$ cat config.mk
export PLATFORM = sky130hd
export DESIGN_NAME = trbe_ram
export DESIGN_NICKNAME = d
export VERILOG_FILES = /design/src/typed_register_bytecode_executor_top_macros.svh /design/src/trbe_ram.sv
export SDC_FILE = /design/constraint.sdc
export NUM_CORES = 1
export LEC_CHECK = 0
export BUFFER_PORTS_ARGS = -buffer_cell sky130_fd_sc_hd__buf_2
export CAP_MARGIN = 20
export CORE_ASPECT_RATIO = 1.4
export CORE_MARGIN = 8
export CORE_UTILIZATION = 40
export CTS_CLUSTER_SIZE = 40
export DETAILED_ROUTE_END_ITERATION = 16
export HOLD_SLACK_MARGIN = 0.03
export PLACE_DENSITY = 0.67
export SETUP_SLACK_MARGIN = 0.3
export SKIP_CTS_REPAIR_TIMING = 1
export SLEW_MARGIN = 20
export SYNTH_ARGS = -nofsm -noshare
export SYNTH_HDL_FRONTEND = slang
export SYNTH_SLANG_ARGS = --single-unit
$ cat constraint.sdc
create_clock -name aclk -period 2.6 [get_ports aclk]
set_input_delay 0.52 -clock aclk [delete_from_list [all_inputs] [get_ports aclk]]
set_output_delay 0.52 -clock aclk [all_outputs]
set_load 0.01 [all_outputs]
$ cat src/typed_register_bytecode_executor_top_macros.svh
// Assertion helpers shared by the RTL.
`ifndef TYPED_REGISTER_BYTECODE_EXECUTOR_TOP_MACROS_SVH
`define TYPED_REGISTER_BYTECODE_EXECUTOR_TOP_MACROS_SVH

// Implication checked every rising clock edge outside reset.
`define TRBE_ASSERT_IMP(label, clk, rstn, ante, cons, msg) \
    label: assert property (@(posedge clk) disable iff (!rstn) (ante) |-> (cons)) \
        else $error(msg);

// Next-cycle implication checked outside reset.
`define TRBE_ASSERT_NXT(label, clk, rstn, ante, cons, msg) \
    label: assert property (@(posedge clk) disable iff (!rstn) (ante) |=> (cons)) \
        else $error(msg);

`endif

$ cat src/trbe_ram.sv
`default_nettype none
module trbe_ram #(
    parameter int WIDTH = 8,
    parameter int DEPTH = 16
) (
    input  wire logic                     aclk,
    input  wire logic                     we,
    input  wire logic [$clog2(DEPTH)-1:0] waddr,
    input  wire logic [WIDTH-1:0]         wdata,
    input  wire logic [$clog2(DEPTH)-1:0] raddr,
    output logic      [WIDTH-1:0]         rdata
);
    logic [WIDTH-1:0] mem [DEPTH];

    always_ff @(posedge aclk) begin
        if (we) begin
            mem[waddr] <= wdata;
        end
        rdata <= mem[raddr];
    end
endmodule
`default_nettype wire

==> impl_metrics.toml, run 1 <==
[global_route]
grt_pass1_wl_mm = 15.3
grtUsageTotal = 0.126
grt-ovfl-total = 0
grt_pass1_vias = 2606
antenna_found_initial = 0
grt_max_degree = 33

[routing]
wl_mm = 10.0
drt_pass1_iterations = 4
ant_nets = 0
drc_errors = 0
wire_per_inst_um = 22.3
dr.first_iter.drc_count = 145
vias = 2436
drt-vias-per-instance = 5.41

[yosys]
synth_seq_cells = 136
ys_seq_area_frac = 0.778
synth.largest_area_cell = "edfxtp_1"
synth_cells = 229
synth_nets = 247
ys_types = 19
synth_area_per_cell_um2 = 22.5
yosys_warnings = 0
ys_top_cells_by_area = "edfxtp_1 75%, mux4_2 7.9%, mux4_1 7.1%"
synth_top_area_share = 0.747
netlist_area_um2 = 5150

[clock_network]
cts_made_buffers = 17
cts_tree = "yes"
clockRootBuffer = "clkbuf_16"
clk_latency_ps = 410
htree_levels = 4
cts.sinks = 136
clkTransAtPathRegs_ps = 60
clockBufferDepth = 2

[job]
cap_violations = 0

[power_and_ir_drop]
sequentialPowerShare = 0.492
leakage_nw = 2.10
power_density_nw_per_um2 = 816
total_power_mw = 5.01
p_int_mw = 4.01
ir_worst_vdd_v = 0.000500
netSwitchingFraction = 0.201
switchingPower_mw = 1.01
power_frac_comb = 0.046
clkPwrFrac = 0.462

[cells_and_area]
mostFrequentLayoutCells = "128 x edfxtp_1, 25 x buf_2, 19 x buf_4"
mostFrequentLayoutCell = "edfxtp_1"
num_antenna_cells = 0
fin_util = 0.484
area_growth_pct = 19.3
nets = 302
drive_gt1_frac = 0.320
fill_cells = 1020

[placement]
pre_cts_ws_ps = 538
routabilityCongestion = 0.712
detailed_place_hpwl_mm = 6.40
port-buffer-count = 25

[outcome]
run_status = "finished clean"

[timing]
setup_viol = 0
setup_ws_ps = 990
rsz0062_at_grt = "false"
worst_pin_slew_ps = 683
post-route-period-util = 0.619
fin_crit_ps = 1610
fmax_mhz = 621
fin_hold_ws_ps = 497
finalClockSkew_ps = 6.12
finalSetupTns_ps = 0
drv_slew = 0
final-hold-violation-count = 0
slew_headroom = 0.543

[min_path]
whs_path_depth = 1
min_path_type = "in2reg"

[worst_setup_path]
crit_family = "multiplexers"
crit_type = "in2reg"
slowest_stage = "mux4_1"
slowest_delay_ps = 640
arrival_ps = 1900
crit_path_cell_trace = "buf_2, buf_12, mux4_1, a22oi_1, nand2_1"
cp_data_required_time_ps = 2890
worstSetupPathDepth = 5
critPathCaptureType = "flop"
r2r.worst_path.cells = 3
start_kind = "primary input"
cp.buffers_inverters = 2
cp_max_fo = 32

[floorplanning]
num_rows = 49
core_um2 = 12700
ioPinCount = 26
die-area_um2 = 16800
die_width_um = 112
die_y_um = 150
start_util = 0.406
[cells by family after synthesis]
logic type      synth area share
compound gates            0.0233
simple gates              0.0318
mux                        0.150
flops                      0.778
buf+inv                   0.0168
[power by group through the flow]
stage                     Combinational, mW  Sequential [mW]  Clock (mW)
after global routing                  0.252             2.47        2.44
after global placement                0.231             2.51           0
after detailed placement              0.237             2.51           0
after floorplan                       0.124             2.51           0
final                                 0.233             2.47        2.31
after CTS                             0.237             2.47        2.35
[metal layers]
metal	part of all wire	global-route usage
met1	0.44	0.158
met2	0.50	0.196
met3	0.043	0.0401
met4	0.018	0.0597
met5	0	0
[path summary, 6_finish.rpt]
check / start / end / slack, ps
min reg2reg: mem[15][3]$_DFFE_PP_ / rdata[3]$_DFF_P_ / 670
max: raddr[0] / rdata[0]$_DFF_P_ / 990
min: wdata[7] / mem[2][7]$_DFFE_PP_ / 500
max reg2reg: mem[2][0]$_DFFE_PP_ / rdata[0]$_DFF_P_ / 1200
[state kept, by name, summed over array words and instances, names as in the netlist]
| register | flops |
|---|---|
| mem | 128 |
| rdata | 8 |
[metrics by stage]
stage	instance area [µm²]	std cells
after floorplan	5150	229
after CTS	6140	450
after detailed placement	5560	418
final	6140	450
after global placement	5560	418
after global routing	6140	450
[synth_stat cells]
cell             instances
nand3b_1                 2
clkdlybuf4s25_2          3
mux4_1                  14
a22oi_1                 16
nor2_1                  13
and2b_1                  1
nor3_1                   4
nand2_1                  9
nor2b_1                  1
nand3_1                  1
buf_6                    3
buf_4                    1
or3b_2                   1
mux4_2                  18
edfxtp_1               128
nand2b_1                 2
dfxtp_1                  8
buf_2                    3
and2_1                   1
[area by class of cell]
type / instances / area (µm²) / area share
Tap cell: 153 / 191 / 0.0312
Multi-Input combinational cell: 83 / 1060 / 0.172
Clock inverter: 12 / 125 / 0.0204
Sequential cell: 136 / 4000 / 0.652
Timing Repair Buffer: 46 / 308 / 0.0501
Clock buffer: 20 / 457 / 0.0744
Note: power is estimated with default switching activity, not from simulation.
==> run 2, diff against run 1 <==
--- a/config.mk
+++ b/config.mk
@@ -5,6 +5,7 @@
 export SDC_FILE = /design/constraint.sdc
 export NUM_CORES = 1
 export LEC_CHECK = 0
+export ABC_AREA = 1
 export BUFFER_PORTS_ARGS = -buffer_cell sky130_fd_sc_hd__buf_2
 export CAP_MARGIN = 20
 export CORE_ASPECT_RATIO = 1.4
==> constraint.sdc (replaced) <==
create_clock -name aclk -period 1.55 [get_ports aclk]
set_input_delay 0.31 -clock aclk [delete_from_list [all_inputs] [get_ports aclk]]
set_output_delay 0.31 -clock aclk [all_outputs]
set_load 0.01 [all_outputs]
==> impl_metrics.toml, run 2 <==
[clock_network]
cts.sinks = 136
clockRootBuffer = "clkbuf_16"
clkTransAtPathRegs_ps = 60
cts_tree = "yes"
cts_made_buffers = 17
clockBufferDepth = 2
htree_levels = 4
clk_latency_ps = 410

[timing]
fin_crit_ps = 1190
setup_ws_ps = 361
worst_pin_slew_ps = 373
rsz0062_at_grt = "false"
setup_viol = 0
drv_slew = 0
slew_headroom = 0.751
finalSetupTns_ps = 0
post-route-period-util = 0.767
fmax_mhz = 841
fin_hold_ws_ps = 260
finalClockSkew_ps = 11.4
final-hold-violation-count = 0

[yosys]
ys_seq_area_frac = 0.694
ys.flop_type = "edfxtp_1"
synth-simple-area-share = 0.210
synth.area.mux_share = 0
synth_seq_cells = 136
synth.largest_area_cell = "edfxtp_1"
synth-edff-count = 128
synth_cells = 551
netlist_area_um2 = 5770
ys_top_cells_by_area = "edfxtp_1 67%, nand2_1 11%, nand3_1 8.4%"
synth_top_family_by_area = "simple AND/OR/NAND/NOR gates"
yosys.area_share.adder = 0
synth_nets = 569
ys_types = 12
synthTopCellsByCount = "173 x nand2_1, 128 x edfxtp_1, 100 x inv_1"
yosysMostFrequentCell = "nand2_1"
yosys_warnings = 0
synth_compound_area_frac = 0
synth_top_area_share = 0.667
async_flop_share = 0
synth_area_per_cell_um2 = 10.5
synth_xor_area_frac = 0

[placement]
port-buffer-count = 25
detailed_place_hpwl_mm = 8.42
routabilityCongestion = 0.865
pre_cts_ws_ps = 143

[worst_setup_path]
cp_max_fo = 1
r2r_start = "mem[12][7]$_DFFE_PP_"
slowest_stage = "dfxtp_1"
rr_endpoint = "rdata[7]$_DFF_P_"
crit_family = "flip-flops"
arrival_ps = 880
cp_data_required_time_ps = 1240
r2r.worst_path.cells = 6
reg2reg_slack_ps = 490
critPathCaptureType = "output port"
crit_type = "reg2out"
start_kind = "flop"
slowest_delay_ps = 330
crit_path_cell_trace = "buf_2"
cp.buffers_inverters = 1

[cells_and_area]
nets = 613
drive_gt1_frac = 0.128
top_register = "mem"
area_growth_pct = 16.6
mostFrequentLayoutCells = "173 x nand2_1, 128 x edfxtp_1, 100 x inv_1"
reg_top3 = "mem: 128 flops, rdata: 8 flops"
largest_reg_flops = 128
mostFrequentLayoutCell = "nand2_1"
num_antenna_cells = 0

[routing]
drt_pass1_iterations = 5
ant_nets = 0
dr.first_iter.drc_count = 274
vias = 3838
wire_per_inst_um = 16.2
drc_errors = 0
drt-vias-per-instance = 4.82
wl_mm = 12.9

[job]
cap_violations = 0

[power_and_ir_drop]
ir_worst_vdd_v = 0.000763
leakage_nw = 2.92
power_density_nw_per_um2 = 1240

[global_route]
grt_max_degree = 65
grt-ovfl-total = 0
grtUsageTotal = 0.146
grt_pass1_wl_mm = 20.5
grt_pass1_vias = 3811
antenna_found_initial = 0

[min_path]
whs_path_depth = 3
min_path_type = "in2reg"
hold_start = "raddr[3]"
worstHoldEndpoint = "rdata[6]$_DFF_P_"

[floorplanning]
die-area_um2 = 18600
ioPinCount = 26
core_um2 = 14300
die_y_um = 158
num_rows = 52
die_width_um = 117
start_util = 0.403

[outcome]
run_status = "finished clean"
run 2: cell count changes after synthesis, moves of 14 or more:
cell and delta:
nand3_1 +96, mux4_2 -18, nand2_1 +164, inv_1 +100, mux4_1 -14, a22oi_1 -16
run 2: tightest hold or removal path: stages:
cell and delay (ps):
buf_2 170, nand3_1 100, nand2_1 40
run 2: per-layer routing:
layer	wire length, µm	vias up	GRT usage
met3	638	28	0.0364
met5	0	-	0
li1	-	1860	-
met4	357	0	0.0741
met2	7060	122	0.266
met1	4870	1828	0.153
run 2: worst max-delay path by stage:
stage | start | end | cells past startpoint
finish | rdata[5]$_DFF_P_ | rdata[5] | 1
detailed placement | raddr[0] | rdata[0]$_DFF_P_ | 7
CTS | rdata[5]$_DFF_P_ | rdata[5] | 1
global placement | raddr[0] | rdata[0]$_DFF_P_ | 7
floorplan | waddr[2] | mem[10][0]$_DFFE_PP_ | 2
global route | rdata[5]$_DFF_P_ | rdata[5] | 1
run 2: power breakdown:
part,switching (mW),internal (mW),total (mW)
Clock,1.40,2.27,3.67
Sequential,0.0220,4.11,4.14
Combinational,0.357,0.159,0.516
Total,1.78,6.54,8.32
run 2: stage by stage:
step / area, µm² / total power, mW / instances / util
global route: 6730 / 8.58 / 797 / 0.470
CTS: 6730 / 8.36 / 797 / 0.470
floorplan: 5770 / 4.51 / 551 / -
finish: 6730 / 8.32 / 797 / 0.470
global placement: 6180 / 4.72 / 765 / 0.432
detailed placement: 6180 / 4.73 / 765 / 0.432
run 2: layout make-up:
class	count	area, µm²
fill	1316	7590
sequential	136	4000
multi-input combinational	289	1210
clock buffer	23	468
inverter	102	383
timing repair buffer	49	343
tap	189	236
clock inverter	9	77.6
run 2: cells by family after synthesis:
logic type	count (synthesis)
buffers and inverters	126
flip-flops	136
AND/OR/NAND/NOR	289
